$ cat config.mk
export PLATFORM = sky130hd
export DESIGN_NAME = integer_literal_parser_core
export DESIGN_NICKNAME = d
export VERILOG_FILES = /design/src/rtl/ilp_pkg.sv /design/src/rtl/ilp_step.sv /design/src/rtl/ilp_out_reg.sv /design/src/rtl/integer_literal_parser_core.sv
export SDC_FILE = /design/constraint.sdc
export NUM_CORES = 1
export LEC_CHECK = 0
export ABC_AREA = 1
export BUFFER_PORTS_ARGS = -buffer_cell sky130_fd_sc_hd__buf_4
export CAP_MARGIN = 10
export CORE_ASPECT_RATIO = 0.6
export CORE_MARGIN = 4
export CORE_UTILIZATION = 55
export CTS_CLUSTER_DIAMETER = 200
export CTS_CLUSTER_SIZE = 8
export DETAILED_ROUTE_END_ITERATION = 8
export PLACE_DENSITY = 0.84
export SLEW_MARGIN = 20
export SYNTH_ARGS = -nofsm -noshare
export SYNTH_HDL_FRONTEND = slang
export SYNTH_HIERARCHICAL = 1
export SYNTH_SLANG_ARGS = --single-unit
$ cat constraint.sdc
create_clock -name aclk -period 7.65 [get_ports aclk]
set_input_delay 0.765 -clock aclk [delete_from_list [all_inputs] [get_ports aclk]]
set_output_delay 0.765 -clock aclk [all_outputs]
set_load 0.02 [all_outputs]
$ cat src/rtl/ilp_pkg.sv
// Shared types and constants of the integer literal parser.
// Used by every module of the block; depends on nothing.
package ilp_pkg;

    localparam int CH_W       = 8;
    localparam int VAL_W      = 32;
    localparam int ST_W       = 2;
    localparam int CFG_IDX_W  = 2;
    localparam int CFG_DATA_W = 32;
    localparam int S_TDATA_W  = 8;
    localparam int M_TDATA_W  = 40;
    localparam int STATUS_LSB = VAL_W;
    localparam int PAD_W      = M_TDATA_W - VAL_W - ST_W;

    // Character codes the parser looks for.
    localparam logic [CH_W-1:0] CH_NUL   = 8'h00;
    localparam logic [CH_W-1:0] CH_TAB   = 8'h09;
    localparam logic [CH_W-1:0] CH_CR    = 8'h0D;
    localparam logic [CH_W-1:0] CH_SPACE = 8'h20;
    localparam logic [CH_W-1:0] CH_MINUS = 8'h2D;
    localparam logic [CH_W-1:0] CH_ZERO  = 8'h30;
    localparam logic [CH_W-1:0] CH_ONE   = 8'h31;
    localparam logic [CH_W-1:0] CH_NINE  = 8'h39;
    localparam logic [CH_W-1:0] CH_A     = 8'h41;
    localparam logic [CH_W-1:0] CH_F     = 8'h46;
    localparam logic [CH_W-1:0] CH_K     = 8'h4B;
    localparam logic [CH_W-1:0] CH_M     = 8'h4D;
    localparam logic [CH_W-1:0] CH_X     = 8'h58;
    localparam logic [CH_W-1:0] CH_LA    = 8'h61;
    localparam logic [CH_W-1:0] CH_LZ    = 8'h7A;
    localparam logic [CH_W-1:0] CASE_GAP = 8'h20;
    localparam logic [3:0]      HEX_ALPHA_OFS = 4'd9;

    localparam logic [VAL_W-1:0] RANGE_HIGH_RST = 32'h7FFF_FFFF;

    typedef enum logic [2:0] {
        PH_START,
        PH_SIGNED,
        PH_ZERO,
        PH_DEC,
        PH_HEX,
        PH_SUFFIX,
        PH_BAD
    } phase_t;

    typedef enum logic [ST_W-1:0] {
        ST_OK,
        ST_NAN,
        ST_RANGE
    } status_t;

    typedef enum logic [CFG_IDX_W-1:0] {
        CFG_RANGE_EN,
        CFG_RANGE_LOW,
        CFG_RANGE_HIGH
    } cfg_idx_t;

    typedef struct packed {
        phase_t           phase;
        logic [VAL_W-1:0] acc;
        logic             neg;
    } ilp_state_t;

    typedef struct packed {
        logic                    range_en;
        logic signed [VAL_W-1:0] range_low;
        logic signed [VAL_W-1:0] range_high;
    } ilp_cfg_t;

    typedef struct packed {
        logic signed [VAL_W-1:0] value;
        status_t                 status;
    } ilp_result_t;

endpackage

$ cat src/rtl/ilp_step.sv
// Per-byte parse step: next phase, accumulator update and field result.
// Purely combinational; depends on ilp_pkg.
module ilp_step
    import ilp_pkg::*;
(
    input  logic [CH_W-1:0] ch,
    input  ilp_state_t      cur,
    input  ilp_cfg_t        cfg,
    output ilp_state_t      nxt,
    output logic            term,
    output ilp_result_t     result
);

    logic [CH_W-1:0]  up;
    logic             is_digit;
    logic             is_nonzero_digit;
    logic             is_hex_alpha;
    logic             is_suffix;
    logic [3:0]       hex_digit;
    logic [VAL_W-1:0] acc_dec;
    logic [VAL_W-1:0] acc_hex;
    logic [VAL_W-1:0] acc_tail;
    logic signed [VAL_W-1:0] mag;
    phase_t           tail_phase;
    phase_t           nxt_phase;
    logic [VAL_W-1:0] nxt_acc;
    logic             nxt_neg;

    assign term = (ch == CH_NUL) || (ch == CH_SPACE) || ((ch >= CH_TAB) && (ch <= CH_CR));
    assign up   = ((ch >= CH_LA) && (ch <= CH_LZ)) ? ch - CASE_GAP : ch;

    assign is_digit         = (ch >= CH_ZERO) && (ch <= CH_NINE);
    assign is_nonzero_digit = (ch >= CH_ONE) && (ch <= CH_NINE);
    assign is_hex_alpha     = (up >= CH_A) && (up <= CH_F);
    assign is_suffix        = (up == CH_K) || (up == CH_M);
    assign hex_digit        = is_hex_alpha ? up[3:0] + HEX_ALPHA_OFS : up[3:0];

    // Times ten as two shifts and an add, then the new digit.
    assign acc_dec = {cur.acc[VAL_W-4:0], 3'b000} + {cur.acc[VAL_W-2:0], 1'b0}
                   + {{(VAL_W-4){1'b0}}, ch[3:0]};
    assign acc_hex = {cur.acc[VAL_W-5:0], hex_digit};
    assign acc_tail = (up == CH_K) ? {cur.acc[VAL_W-11:0], 10'b0}
                                   : {cur.acc[VAL_W-21:0], 20'b0};
    assign tail_phase = is_suffix ? PH_SUFFIX : PH_BAD;
    assign mag = cur.acc;

    assign nxt = '{phase: nxt_phase, acc: nxt_acc, neg: nxt_neg};

    // Next phase.
    always_comb begin
        nxt_phase = PH_BAD;
        if (term) begin
            nxt_phase = PH_START;
        end else begin
            unique case (cur.phase)
                PH_START: begin
                    if (ch == CH_MINUS)     nxt_phase = PH_SIGNED;
                    else if (ch == CH_ZERO) nxt_phase = PH_ZERO;
                    else if (is_digit)      nxt_phase = PH_DEC;
                    else                    nxt_phase = PH_BAD;
                end
                PH_SIGNED: begin
                    if (ch == CH_ZERO)      nxt_phase = PH_ZERO;
                    else if (is_digit)      nxt_phase = PH_DEC;
                    else                    nxt_phase = tail_phase;
                end
                PH_ZERO: begin
                    if (up == CH_X)         nxt_phase = PH_HEX;
                    else if (is_digit)      nxt_phase = PH_DEC;
                    else                    nxt_phase = tail_phase;
                end
                PH_DEC: begin
                    nxt_phase = is_digit ? PH_DEC : tail_phase;
                end
                PH_HEX: begin
                    nxt_phase = (is_digit || is_hex_alpha) ? PH_HEX : tail_phase;
                end
                default: begin
                    nxt_phase = PH_BAD;
                end
            endcase
        end
    end

    // Accumulator, sign and the result released by a terminator.
    always_comb begin
        nxt_acc       = cur.acc;
        nxt_neg       = cur.neg;
        result.value  = '0;
        result.status = ST_OK;
        if (term) begin
            nxt_acc = '0;
            nxt_neg = 1'b0;
            if ((cur.phase == PH_START) || (cur.phase == PH_BAD) || (cur.phase > PH_BAD)) begin
                result.status = ST_NAN;
            end else if (cfg.range_en && ((cfg.range_low > mag) || (mag > cfg.range_high))) begin
                result.status = ST_RANGE;
            end else begin
                result.value = cur.neg ? -cur.acc : cur.acc;
            end
        end else begin
            unique case (cur.phase)
                PH_START: begin
                    if (ch == CH_MINUS)        nxt_neg = 1'b1;
                    else if (is_nonzero_digit) nxt_acc = {{(VAL_W-4){1'b0}}, ch[3:0]};
                end
                PH_SIGNED: begin
                    if (is_nonzero_digit)      nxt_acc = {{(VAL_W-4){1'b0}}, ch[3:0]};
                    else if (!is_digit && is_suffix) nxt_acc = acc_tail;
                end
                PH_ZERO, PH_DEC: begin
                    // In the zero phase an 'x' only moves to hex and keeps the value.
                    if (is_digit)              nxt_acc = acc_dec;
                    else if (is_suffix)        nxt_acc = acc_tail;
                end
                PH_HEX: begin
                    if (is_digit || is_hex_alpha) nxt_acc = acc_hex;
                    else if (is_suffix)           nxt_acc = acc_tail;
                end
                default: begin
                    nxt_acc = cur.acc;
                end
            endcase
        end
    end

endmodule

$ cat src/rtl/ilp_out_reg.sv
// Result register of the integer literal parser, held until taken.
// Depends on ilp_pkg.
module ilp_out_reg
    import ilp_pkg::*;
(
    input  logic        aclk,
    input  logic        aresetn,
    input  logic        load,
    input  ilp_result_t load_result,
    input  logic        m_tready,
    output logic        m_tvalid,
    output ilp_result_t out_result,
    output logic        free
);

    logic        valid_reg;
    logic        valid_next;
    ilp_result_t result_reg;

    // The slot can take a new result when empty or being drained now.
    assign free       = !valid_reg || m_tready;
    assign valid_next = load || (valid_reg && !m_tready);

    always_ff @(posedge aclk) begin
        if (!aresetn) begin
            valid_reg <= 1'b0;
        end else begin
            valid_reg <= valid_next;
        end
    end

    always_ff @(posedge aclk) begin
        if (load) begin
            result_reg <= load_result;
        end
    end

    assign m_tvalid   = valid_reg;
    assign out_result = result_reg;

endmodule

$ cat src/rtl/integer_literal_parser_core.sv
// Integer literal parser top level: input byte register, parse state,
// configuration registers and result register. Depends on ilp_pkg,
// ilp_step and ilp_out_reg.
//
// Usage:
//   The s_ channel carries one ASCII byte per word. Bytes of a field are
//   an optional '-', a decimal number or 0x/0X and hex digits, and an
//   optional K or M suffix. A whitespace or NUL byte ends the field and
//   produces exactly one word on the m_ channel: the signed value in
//   bits 31:0 and the status (0 ok, 1 not a number, 2 out of range) in
//   bits 33:32. Other bytes produce no output word.
//   The cfg channel writes range_enable (index 0), range_low (index 1)
//   and range_high (index 2); it is always ready and should be used only
//   while no field is in flight.
// Pipeline and throughput:
//   A byte is registered on acceptance and parsed there; a terminator's
//   result goes on to the result register. One byte is accepted every
//   cycle while no terminator waits on a full slot; the single parse step
//   (a multiply by ten and an add, or a range compare) sets that rate.
// Reset and stalls:
//   aresetn (synchronous, active low) empties both registers, clears the
//   field state and loads the register defaults. While the receiver holds
//   m_tready low, a pending result stays put; digits keep flowing in and
//   only a second terminator waits in the input register.
module integer_literal_parser_core
    import ilp_pkg::*;
(
    input  logic                  aclk,
    input  logic                  aresetn,
    // Input byte channel.
    input  logic                  s_tvalid,
    output logic                  s_tready,
    input  logic [S_TDATA_W-1:0]  s_tdata,    // [7:0] ch
    // Result channel.
    output logic                  m_tvalid,
    input  logic                  m_tready,
    output logic [M_TDATA_W-1:0]  m_tdata,    // [31:0] value, [33:32] status, [39:34] zero
    // Configuration write channel.
    input  logic                  cfg_valid,
    output logic                  cfg_ready,
    input  logic [CFG_IDX_W-1:0]  cfg_index,
    input  logic [CFG_DATA_W-1:0] cfg_data
);

    logic            in_valid_reg;
    logic            in_valid_next;
    logic [CH_W-1:0] in_ch_reg;
    ilp_state_t      state_reg;
    ilp_state_t      state_next;
    ilp_cfg_t        cfg_reg;
    ilp_result_t     step_result;
    ilp_result_t     out_result;
    logic            term;
    logic            out_free;
    logic            advance;
    logic            s_accept;

    // The held byte moves on unless it is a terminator and the result slot
    // is still occupied.
    assign advance       = in_valid_reg && (!term || out_free);
    assign s_tready      = !in_valid_reg || advance;
    assign s_accept      = s_tvalid && s_tready;
    assign in_valid_next = s_accept || (in_valid_reg && !advance);
    assign cfg_ready     = 1'b1;

    always_ff @(posedge aclk) begin
        if (!aresetn) begin
            in_valid_reg <= 1'b0;
        end else begin
            in_valid_reg <= in_valid_next;
        end
    end

    always_ff @(posedge aclk) begin
        if (s_accept) begin
            in_ch_reg <= s_tdata[CH_W-1:0];
        end
    end

    // Field state advances once per parsed byte.
    always_ff @(posedge aclk) begin
        if (!aresetn) begin
            state_reg.phase <= PH_START;
            state_reg.acc   <= '0;
            state_reg.neg   <= 1'b0;
        end else if (advance) begin
            state_reg <= state_next;
        end
    end

    // Configuration registers; an index beyond the list is dropped.
    always_ff @(posedge aclk) begin
        if (!aresetn) begin
            cfg_reg.range_en   <= 1'b0;
            cfg_reg.range_low  <= '0;
            cfg_reg.range_high <= RANGE_HIGH_RST;
        end else if (cfg_valid && cfg_ready) begin
            unique case (cfg_index)
                CFG_RANGE_EN:   cfg_reg.range_en   <= cfg_data[0];
                CFG_RANGE_LOW:  cfg_reg.range_low  <= cfg_data[VAL_W-1:0];
                CFG_RANGE_HIGH: cfg_reg.range_high <= cfg_data[VAL_W-1:0];
                default: begin
                    cfg_reg <= cfg_reg;
                end
            endcase
        end
    end

    ilp_step u_step (
        .ch     (in_ch_reg),
        .cur    (state_reg),
        .cfg    (cfg_reg),
        .nxt    (state_next),
        .term   (term),
        .result (step_result)
    );

    ilp_out_reg u_out (
        .aclk        (aclk),
        .aresetn     (aresetn),
        .load        (advance && term),
        .load_result (step_result),
        .m_tready    (m_tready),
        .m_tvalid    (m_tvalid),
        .out_result  (out_result),
        .free        (out_free)
    );

    assign m_tdata = {{PAD_W{1'b0}}, out_result.status, out_result.value};

endmodule

# ---- Word level (Yosys, flattened, before mapping)
# Index checks and enable logic that the tools add are counted.
dict set report word_totals {
  in_bits 47
  register_bits 145
}
dict set report classes {
  order_cmp 12
  eq_ne 16
  mux 28
  bitwise_logic 1
  reduce_logical 44
  addsub 5
}
# operator n
set op_table {}
lappend op_table {{$mux 32} 10}
lappend op_table {{$pmux 32 s4} 1}
lappend op_table {{$gt 32x32->1} 2}
lappend op_table {{$add 32x32->32} 1}
lappend op_table {{$add 32x4->32} 1}
lappend op_table {{$neg 32->32} 1}
lappend op_table {{$eq 8x6->1 const B} 3}
lappend op_table {{$eq 8x7->1 const B} 3}
lappend op_table {{$mux 3} 8}
lappend op_table {{$ge 8x6->1 const B} 2}
lappend op_table {{$ge 8x7->1 const B} 2}
lappend op_table {{$le 8x7->1 const B} 2}
lappend op_table {{$pmux 3 s5} 1}
lappend op_table {{$logic_and 1x1->1} 12}
lappend op_table {{$logic_or 1x1->1} 12}
lappend op_table {{$ge 8x4->1 const B} 1}
lappend op_table {{$le 8x4->1 const B} 1}
lappend op_table {{$le 8x6->1 const B} 1}
lappend op_table {{$logic_not 8->1} 1}
lappend op_table {{$mux 8} 1}
lappend op_table {{$sub 8x6->8 const B} 1}
lappend op_table {{$eq 3x2->1 const B} 2}
lappend op_table {{$eq 3x3->1 const B} 2}
lappend op_table {{$logic_not 1->1} 6}
lappend op_table {{21 further kinds} 29}

# ---- Depth between registers and ports, before layout
# Gate-level depths: netlist of run 1.
dict set report logic_depth {
  depth_word 10
  ltp_mapped 25
  ltp_nobuf 24
}

# ---- Modules after synthesis
# Netlist of run 1, hierarchy kept.
# mod cells_each n_inst area_per_inst_um2 seq_area_each_um2
set modules_own_cells {}
lappend modules_own_cells {ilp_step 1463 1 7818.7 0.0}
lappend modules_own_cells {integer_literal_parser_core 622 1 4505.6 2282.2}
lappend modules_own_cells {ilp_out_reg 40 1 1067.3 1041.0}

# ---- Worst setup path after synthesis of run 1
# No wires, ideal clock.
dict set report synth_path {
  path_kind {reg-to-reg}
  startpoint {register in_ch_reg[3]}
  endpoint {register state_reg[21] (netlist bit)}
  path_buffers 0
  path_stages_with_launch 20
  setup_slack_ns 4.585
  setup_time_ns 0.115
  t_arrival_ns 2.950
  required_time_ns 7.535
  path_cell_list {edfxtp_1 fa_1 fa_1 nand3_1 nand2_1 a21boi_0 inv_1 nand2_1 nand2_1 a21oi_1 xor2_1 a21oi_1 nand2_1 nand2_1 nor2_1 nor2_1 inv_1 nand3_1 nand2_1 nor2_1}
}
# element line
set synth_rtl {}
lappend synth_rtl {{start, declared} integer_literal_parser_core.sv:47} ;# logic [CH_W-1:0] in_ch_reg;
lappend synth_rtl {{start signal, assigned} integer_literal_parser_core.sv:76} ;# in_ch_reg <= s_tdata[CH_W-1:0];
lappend synth_rtl {{end signal, assigned} integer_literal_parser_core.sv:87} ;# state_reg <= state_next;
lappend synth_rtl {{end, declared} integer_literal_parser_core.sv:48} ;# ilp_state_t state_reg;

==> results of run 1 <==
worst max-delay path, cell delays in order (launching register included):
cell and delay (ns):
edfxtp_1 0.43, inv_1 0.19, ha_1 0.22, inv_1 0.05
nor2_1 0.16, nand2_1 0.09, nand2_1 0.10, nand3_2 0.10
nand3_2 0.07, nand2_2 0.07, nor2_4 0.36, nand3_2 0.87
nand2_1 0.31, nand2_1 0.31, inv_2 0.38, nor2_1 0.07
nor2_1 0.13, nand3_1 0.09, nand2_1 0.07, inv_1 0.04
inv_1 0.04, nand3_1 0.06, nand2_1 0.10, nor2_1 0.05
final timing paths:
| check | start | end | slack (ns) | depth (start not counted) |
|---|---|---|---|---|
| hold reg to reg | cfg_reg[4] | cfg_reg[4] | 0.46 | 2 |
| setup / recovery | in_ch_reg[0] | state_reg[30] | 3.14 | 23 |
| setup reg to reg | in_ch_reg[0] | state_reg[30] | 3.14 | 23 |
| hold / removal | cfg_reg[4] | cfg_reg[4] | 0.46 | 2 |
final cells by class:
type,instances,area share
multi-input combinational,1608,0.585
sequential,145,0.227
inverter,266,0.0683
timing repair buffer,97,0.0500
clock buffer,23,0.0334
tap,315,0.0269
clock inverter,9,0.00873
placed cells by master, fill, tap and decap left out, types with 7 or more instances in the layout:
master,n
nand2_1,457
nor2_1,304
inv_1,254
nand3_1,231
a21oi_1,167
ha_1,129
dfxtp_1,102
o21ai_0,98
buf_4,96
nand4_1,65
edfxtp_1,42
xor2_1,34
clkbuf_16,18
nor3_1,13
o211ai_1,12
inv_2,10
o21ai_1,9
xnor2_1,9
nor4_1,8
nand3_2,7
conb_1,7
o21bai_1,7
routing by layer:
metal	GRT usage	wire length, µm
met2	0.463	18300
met3	0.116	7220
met1	0.489	19900
met5	0	0
met4	0.110	1520
power breakdown:
part | switching, µW | total (µW) | internal [µW]
clock | 343 | 891 | 549
combinational | 420 | 634 | 214
sequential | 66.6 | 890 | 824
synthesized netlist by cell type (6+ instances only):
cell type,instances,area share
a21boi_0,6,0.0034
a21oi_1,167,0.062
buf_2,42,0.016
buf_4,14,0.0078
clkbuf_1,48,0.013
dfxtp_1,103,0.15
edfxtp_1,42,0.094
ha_1,129,0.12
inv_1,254,0.071
inv_2,10,0.0028
nand2_1,458,0.13
nand3_1,231,0.086
nand3_2,7,0.0052
nand4_1,65,0.030
nor2_1,305,0.085
nor3_1,13,0.0049
nor4_1,8,0.0037
o211ai_1,12,0.0067
o21ai_0,98,0.037
o21ai_1,10,0.0037
o21bai_1,7,0.0039
xnor2_1,9,0.0059
xor2_1,34,0.022
through the flow:
step	instance area [µm²]	total power, µW	util	worst slack, ns	hold slack [ns]
after detailed placement	14000	1510	0.596	3.38	0.442
after global placement	14000	1490	0.596	3.51	0.438
final	14600	2420	0.622	3.14	0.459
after floorplan	13400	1330	-	4.58	0.429
after global routing	14600	2520	0.622	2.79	0.483
after CTS	14600	2390	0.622	3.36	0.458
cells by family after synthesis:
| group | after synthesis |
|---|---|
| other | 2 |
| DFF | 145 |
| adders and majority gates | 131 |
| xor gates and xnor gates | 43 |
| AOI/OAI and AO/OA | 324 |
| buffers and inverters | 377 |
| and+or+nand+nor | 1103 |
==> impl_metrics.env, run 1 <==
export IMPL_setup_viol=0
export IMPL_synth_mux_area_frac=0
export IMPL_htree_num_levels=4
export IMPL_worst_setup_path_end_kind="flop"
export IMPL_diodes=0
export IMPL_antenna_found_initial=0
export IMPL_synth_compound_area_share=0.130
export IMPL_fin_crit_sh=0.589
export IMPL_finalSetupTns_ns=0
export IMPL_avgSynthCellArea_um2=6.30
export IMPL_hold_buffers=0
export IMPL_via_per_inst=6.07
export IMPL_die_height_um=129
export IMPL_maxCapViolCount=0
export IMPL_ys_seq_elements=145
export IMPL_drtAntennaViolNets=0
export IMPL_grt_pass1_vias=13322
export IMPL_cts_sinks=145
export IMPL_dp_final_hpwl_um=34100
export IMPL_cts_setup_buffers=0
export IMPL_grt_max_degree=104
export IMPL_cts_tree="done"
export IMPL_clock_fmax_ghz=0.222
export IMPL_synth_cells=2125
export IMPL_synth_edf_count=42
export IMPL_drc_errors=0
export IMPL_layout_min_cycle_time_ns=4.51
export IMPL_synth_warnings=6
export IMPL_syn_to_final_growth_pct=9.22
export IMPL_gr_total_overflow=0
export IMPL_fillers=2172
export IMPL_synth_fa_ha_area_frac=0.124
export IMPL_tightest_slew_ns=1.14
export IMPL_slew_headroom=0.235
export IMPL_num_vias=14951
export IMPL_ir_drop_v=0.000163
export IMPL_synth_top_family_by_area="simple AND/OR/NAND/NOR gates"
export IMPL_regArea_mm2=0.00332
export IMPL_crit_path_start_kind="flop"
export IMPL_drv_slew=0
export IMPL_largest_register_ffs=65
export IMPL_crit_required_ns=7.98
export IMPL_worstPathArrival_ns=4.84
export IMPL_ys_seq_area_frac=0.248
export IMPL_hp_class="reg -> reg"
export IMPL_cts_buffer_depth=2
export IMPL_hold_viol_final=0
export IMPL_grt_setup_unrepaired="no"
export IMPL_ys_types=48
export IMPL_critPathKind="reg -> reg"
export IMPL_core_region_area_mm2=0.0235
export IMPL_crit_path_max_fanout=39
export IMPL_p_leak_uw=0.00756
export IMPL_grt_pass1_wl_um=72500
export IMPL_clk_pin_slew_ns=0.06
export IMPL_cts_root_buf="clkbuf_16"
export IMPL_die_area_mm2=0.0270
export IMPL_totalWireLength_um=46900
export IMPL_gp_congestion=1.01
export IMPL_synth_xor_xnor_area_share=0.0281
export IMPL_drt_initial_drc_count=2277
export IMPL_rows=43
export IMPL_cts_made_buffers=17
export IMPL_fin_cells=2463
export IMPL_wire_per_inst_um=19.1
export IMPL_ios=90
export IMPL_fin_worst_skew_ns=0.0153
export IMPL_grt_usage=0.336
export IMPL_synthArstFlopShare=0
export IMPL_clock_latency_ns=0.45
export IMPL_layout_drive_gt1_share=0.0750
export IMPL_status="complete, no violations"
export IMPL_io_buffers=82
export IMPL_p_per_area_mw_per_mm2=165
export IMPL_synthSimpleGateAreaFrac=0.355
export IMPL_start_util=0.570
export IMPL_fin_nets=2313
export IMPL_multiInputGateArea_mm2=0.00856
export IMPL_die_w_um=209
export IMPL_post_cts_resized=0
export IMPL_syn_cell_area_mm2=0.0134
export IMPL_synthFlopType="dfxtp_1"
export IMPL_dp_cells=2431
export IMPL_first_pass_iters=6
No activity file was read; power rests on OpenSTA's default activity.
==> run 2, diff against run 1 <==
clock period = 4.7 ns   (was 7.65 ns; I/O delays follow)
==> run 2 against run 1 <==
  * Flip-flop and latch count stayed put
  * Clock skew is 0.0089 ns lower
  * Wire length is 6.8% higher
  * Combinational power is 72% higher
  * Critical path depth stayed put
  * Power is 65% higher
  * Maximum frequency is 10% higher
  * Global-route usage is 2.5 points higher
  * Final cell count is 0.85% higher
  * Count of clock-buffer cells in the layout is 3 lower
  * Via count is 1.6% higher
  * Critical path type unchanged
  * Largest cell class unchanged
==> impl_metrics.env, run 2 (synthesized netlist as in run 1, its figures left out) <==
export IMPL_gr_total_overflow=0
export IMPL_syn_to_final_growth_pct=10.4
export IMPL_drv_slew=0
export IMPL_critPathKind="reg -> reg"
export IMPL_cts_buffer_depth=2
export IMPL_totalWireLength_um=50100
export IMPL_die_area_mm2=0.0270
export IMPL_rows=43
export IMPL_core_region_area_mm2=0.0235
export IMPL_p_clk_frac=0.368
export IMPL_place_area_mm2=0.0142
export IMPL_drc_errors=0
export IMPL_cts_setup_buffers=0
export IMPL_fin_nets=2332
export IMPL_cts_sinks=145
export IMPL_cts_root_buf="clkbuf_16"
export IMPL_hp_class="in -> reg"
export IMPL_final_cell_mix="457 x nand2_1, 305 x nor2_1, 254 x inv_1"
export IMPL_crit_path_start_kind="flop"
export IMPL_layout_commonest_cell="nand2_1"
export IMPL_grt_usage=0.361
export IMPL_switching_share=0.360
export IMPL_first_pass_iters=7
export IMPL_p_int_uw=2550
export IMPL_crit_chain="inv_1 > ha_1 > inv_1 > nor2_1 > nand2_1 > nand2_1 > nand3_2 > nand3_2 > nand2_2 > nor2_4 > nand3_2 > nand2_1 > nand2_1 > inv_2 > nor2_1 > nor2_1 > nand2_1 > nor2_1 > nor2_1 > inv_1 > nand3_1 > nand2_1 > nor2_1"
export IMPL_fin_crit_sh=0.872
export IMPL_final_area_mm2=0.0148
export IMPL_setup_viol=0
export IMPL_hold_viol_final=0
export IMPL_tightest_slew_ns=1.05
export IMPL_clock_latency_ns=0.44
export IMPL_slew_headroom=0.297
export IMPL_seq_power_share=0.359
export IMPL_fillers=2216
export IMPL_multiInputGateArea_mm2=0.00856
export IMPL_cts_tree="done"
export IMPL_crit_path_max_fanout=15
export IMPL_hold_buffers=0
export IMPL_cp_startpoint="in_ch_reg[0]"
export IMPL_io_buffers=82
export IMPL_via_per_inst=6.11
export IMPL_clock_fmax_ghz=0.244
export IMPL_die_height_um=129
export IMPL_layout_min_cycle_time_ns=4.10
export IMPL_crit_required_ns=5.03
export IMPL_htree_num_levels=4
export IMPL_regArea_mm2=0.00332
export IMPL_worst_setup_path_end_kind="flop"
export IMPL_p_switching_uw=1440
export IMPL_ios=90
export IMPL_wire_per_inst_um=20.2
export IMPL_worstReg2RegStart="in_ch_reg[0]"
export IMPL_grt_pass1_vias=13981
export IMPL_grt_pass1_wl_um=77600
export IMPL_p_per_area_mw_per_mm2=270
export IMPL_dp_final_hpwl_um=36600
export IMPL_hp_start="s_tdata[6]"
export IMPL_status="complete, no violations"
export IMPL_start_util=0.570
export IMPL_drt_initial_drc_count=2120
export IMPL_grt_max_degree=104
export IMPL_finalSetupTns_ns=0
export IMPL_layout_setup_ws_ns=0.603
export IMPL_fin_worst_skew_ns=0.00641
export IMPL_worstPathArrival_ns=4.43
export IMPL_cts_made_buffers=17
export IMPL_die_w_um=209
export IMPL_drtAntennaViolNets=0
export IMPL_cpPeakStageDelay_ns=0.44
export IMPL_num_vias=15184
export IMPL_post_cts_resized=0
export IMPL_dp_cells=2450
export IMPL_grt_setup_unrepaired="no"
export IMPL_clk_pin_slew_ns=0.07
export IMPL_gp_congestion=1.06
export IMPL_fin_cells=2484
export IMPL_antenna_found_initial=0
export IMPL_p_leak_uw=0.00767
export IMPL_place_ws_ns=0.777
export IMPL_ir_drop_v=0.000255
export IMPL_maxCapViolCount=0
export IMPL_layout_drive_gt1_share=0.0840
export IMPL_holdWs_ns=0.206
export IMPL_largest_register_ffs=65
export IMPL_slowest_stage="edfxtp_1"
export IMPL_power_frac_comb=0.273
## run 2: cell types whose count changed in the layout (fill, tap and decap cells not counted), sizes merged
cell and delta:
clkbuf -3, bufinv -1, clkinv -3, diode +2
inv +7, buf +19
## run 2: area by class of cell
| class | instances | area share |
|---|---|---|
| flip-flops and latches | 145 | 0.225 |
| well taps | 315 | 0.0267 |
| multi-input cells | 1608 | 0.579 |
| clock inverters | 12 | 0.00939 |
| inverters | 266 | 0.0675 |
| diodes | 2 | 0.000339 |
| clock buffers | 20 | 0.0323 |
| repair buffers | 116 | 0.0600 |
## run 2: final timing paths
| path | endpoint | slack [ns] | cells past startpoint |
|---|---|---|---|
| setup / recovery | state_reg[23] | 0.60 | 23 |
| hold / removal | in_ch_reg[6] | 0.21 | 1 |
| setup reg to reg | state_reg[23] | 0.60 | 23 |
| hold reg to reg | cfg_reg[22] | 0.46 | 2 |
## run 2: critical path, delay by kind of cell (launching register included)
family	cells	cell delay (ns)
and+or+nand+nor	18	2.56
buffers and inverters	4	0.73
adders and majority gates	1	0.25
DFF	1	0.44
## run 2: per-stage QoR
step | util | total power (µW)
after global placement | 0.602 | 2460
after detailed placement | 0.602 | 2490
after floorplan | - | 2160
after CTS | 0.628 | 3930
final | 0.629 | 3990
after global routing | 0.629 | 4150
## run 2: metal layers
layer / track usage / up-vias / share of wire
li1: - / 7050 / -
met1: 0.516 / 6889 / 0.42
met2: 0.515 / 1076 / 0.39
met3: 0.120 / 169 / 0.15
met4: 0.118 / 0 / 0.038
met5: 0 / - / 0
## run 2: power groups by stage
| stage | Sequential, µW | Combinational (µW) | Clock (µW) |
|---|---|---|---|
| floorplan | 1420 | 742 | 0 |
| global placement | 1450 | 1010 | 0 |
| detailed placement | 1460 | 1030 | 0 |
| CTS | 1430 | 1040 | 1460 |
| global route | 1440 | 1190 | 1510 |
| finish | 1430 | 1090 | 1470 |
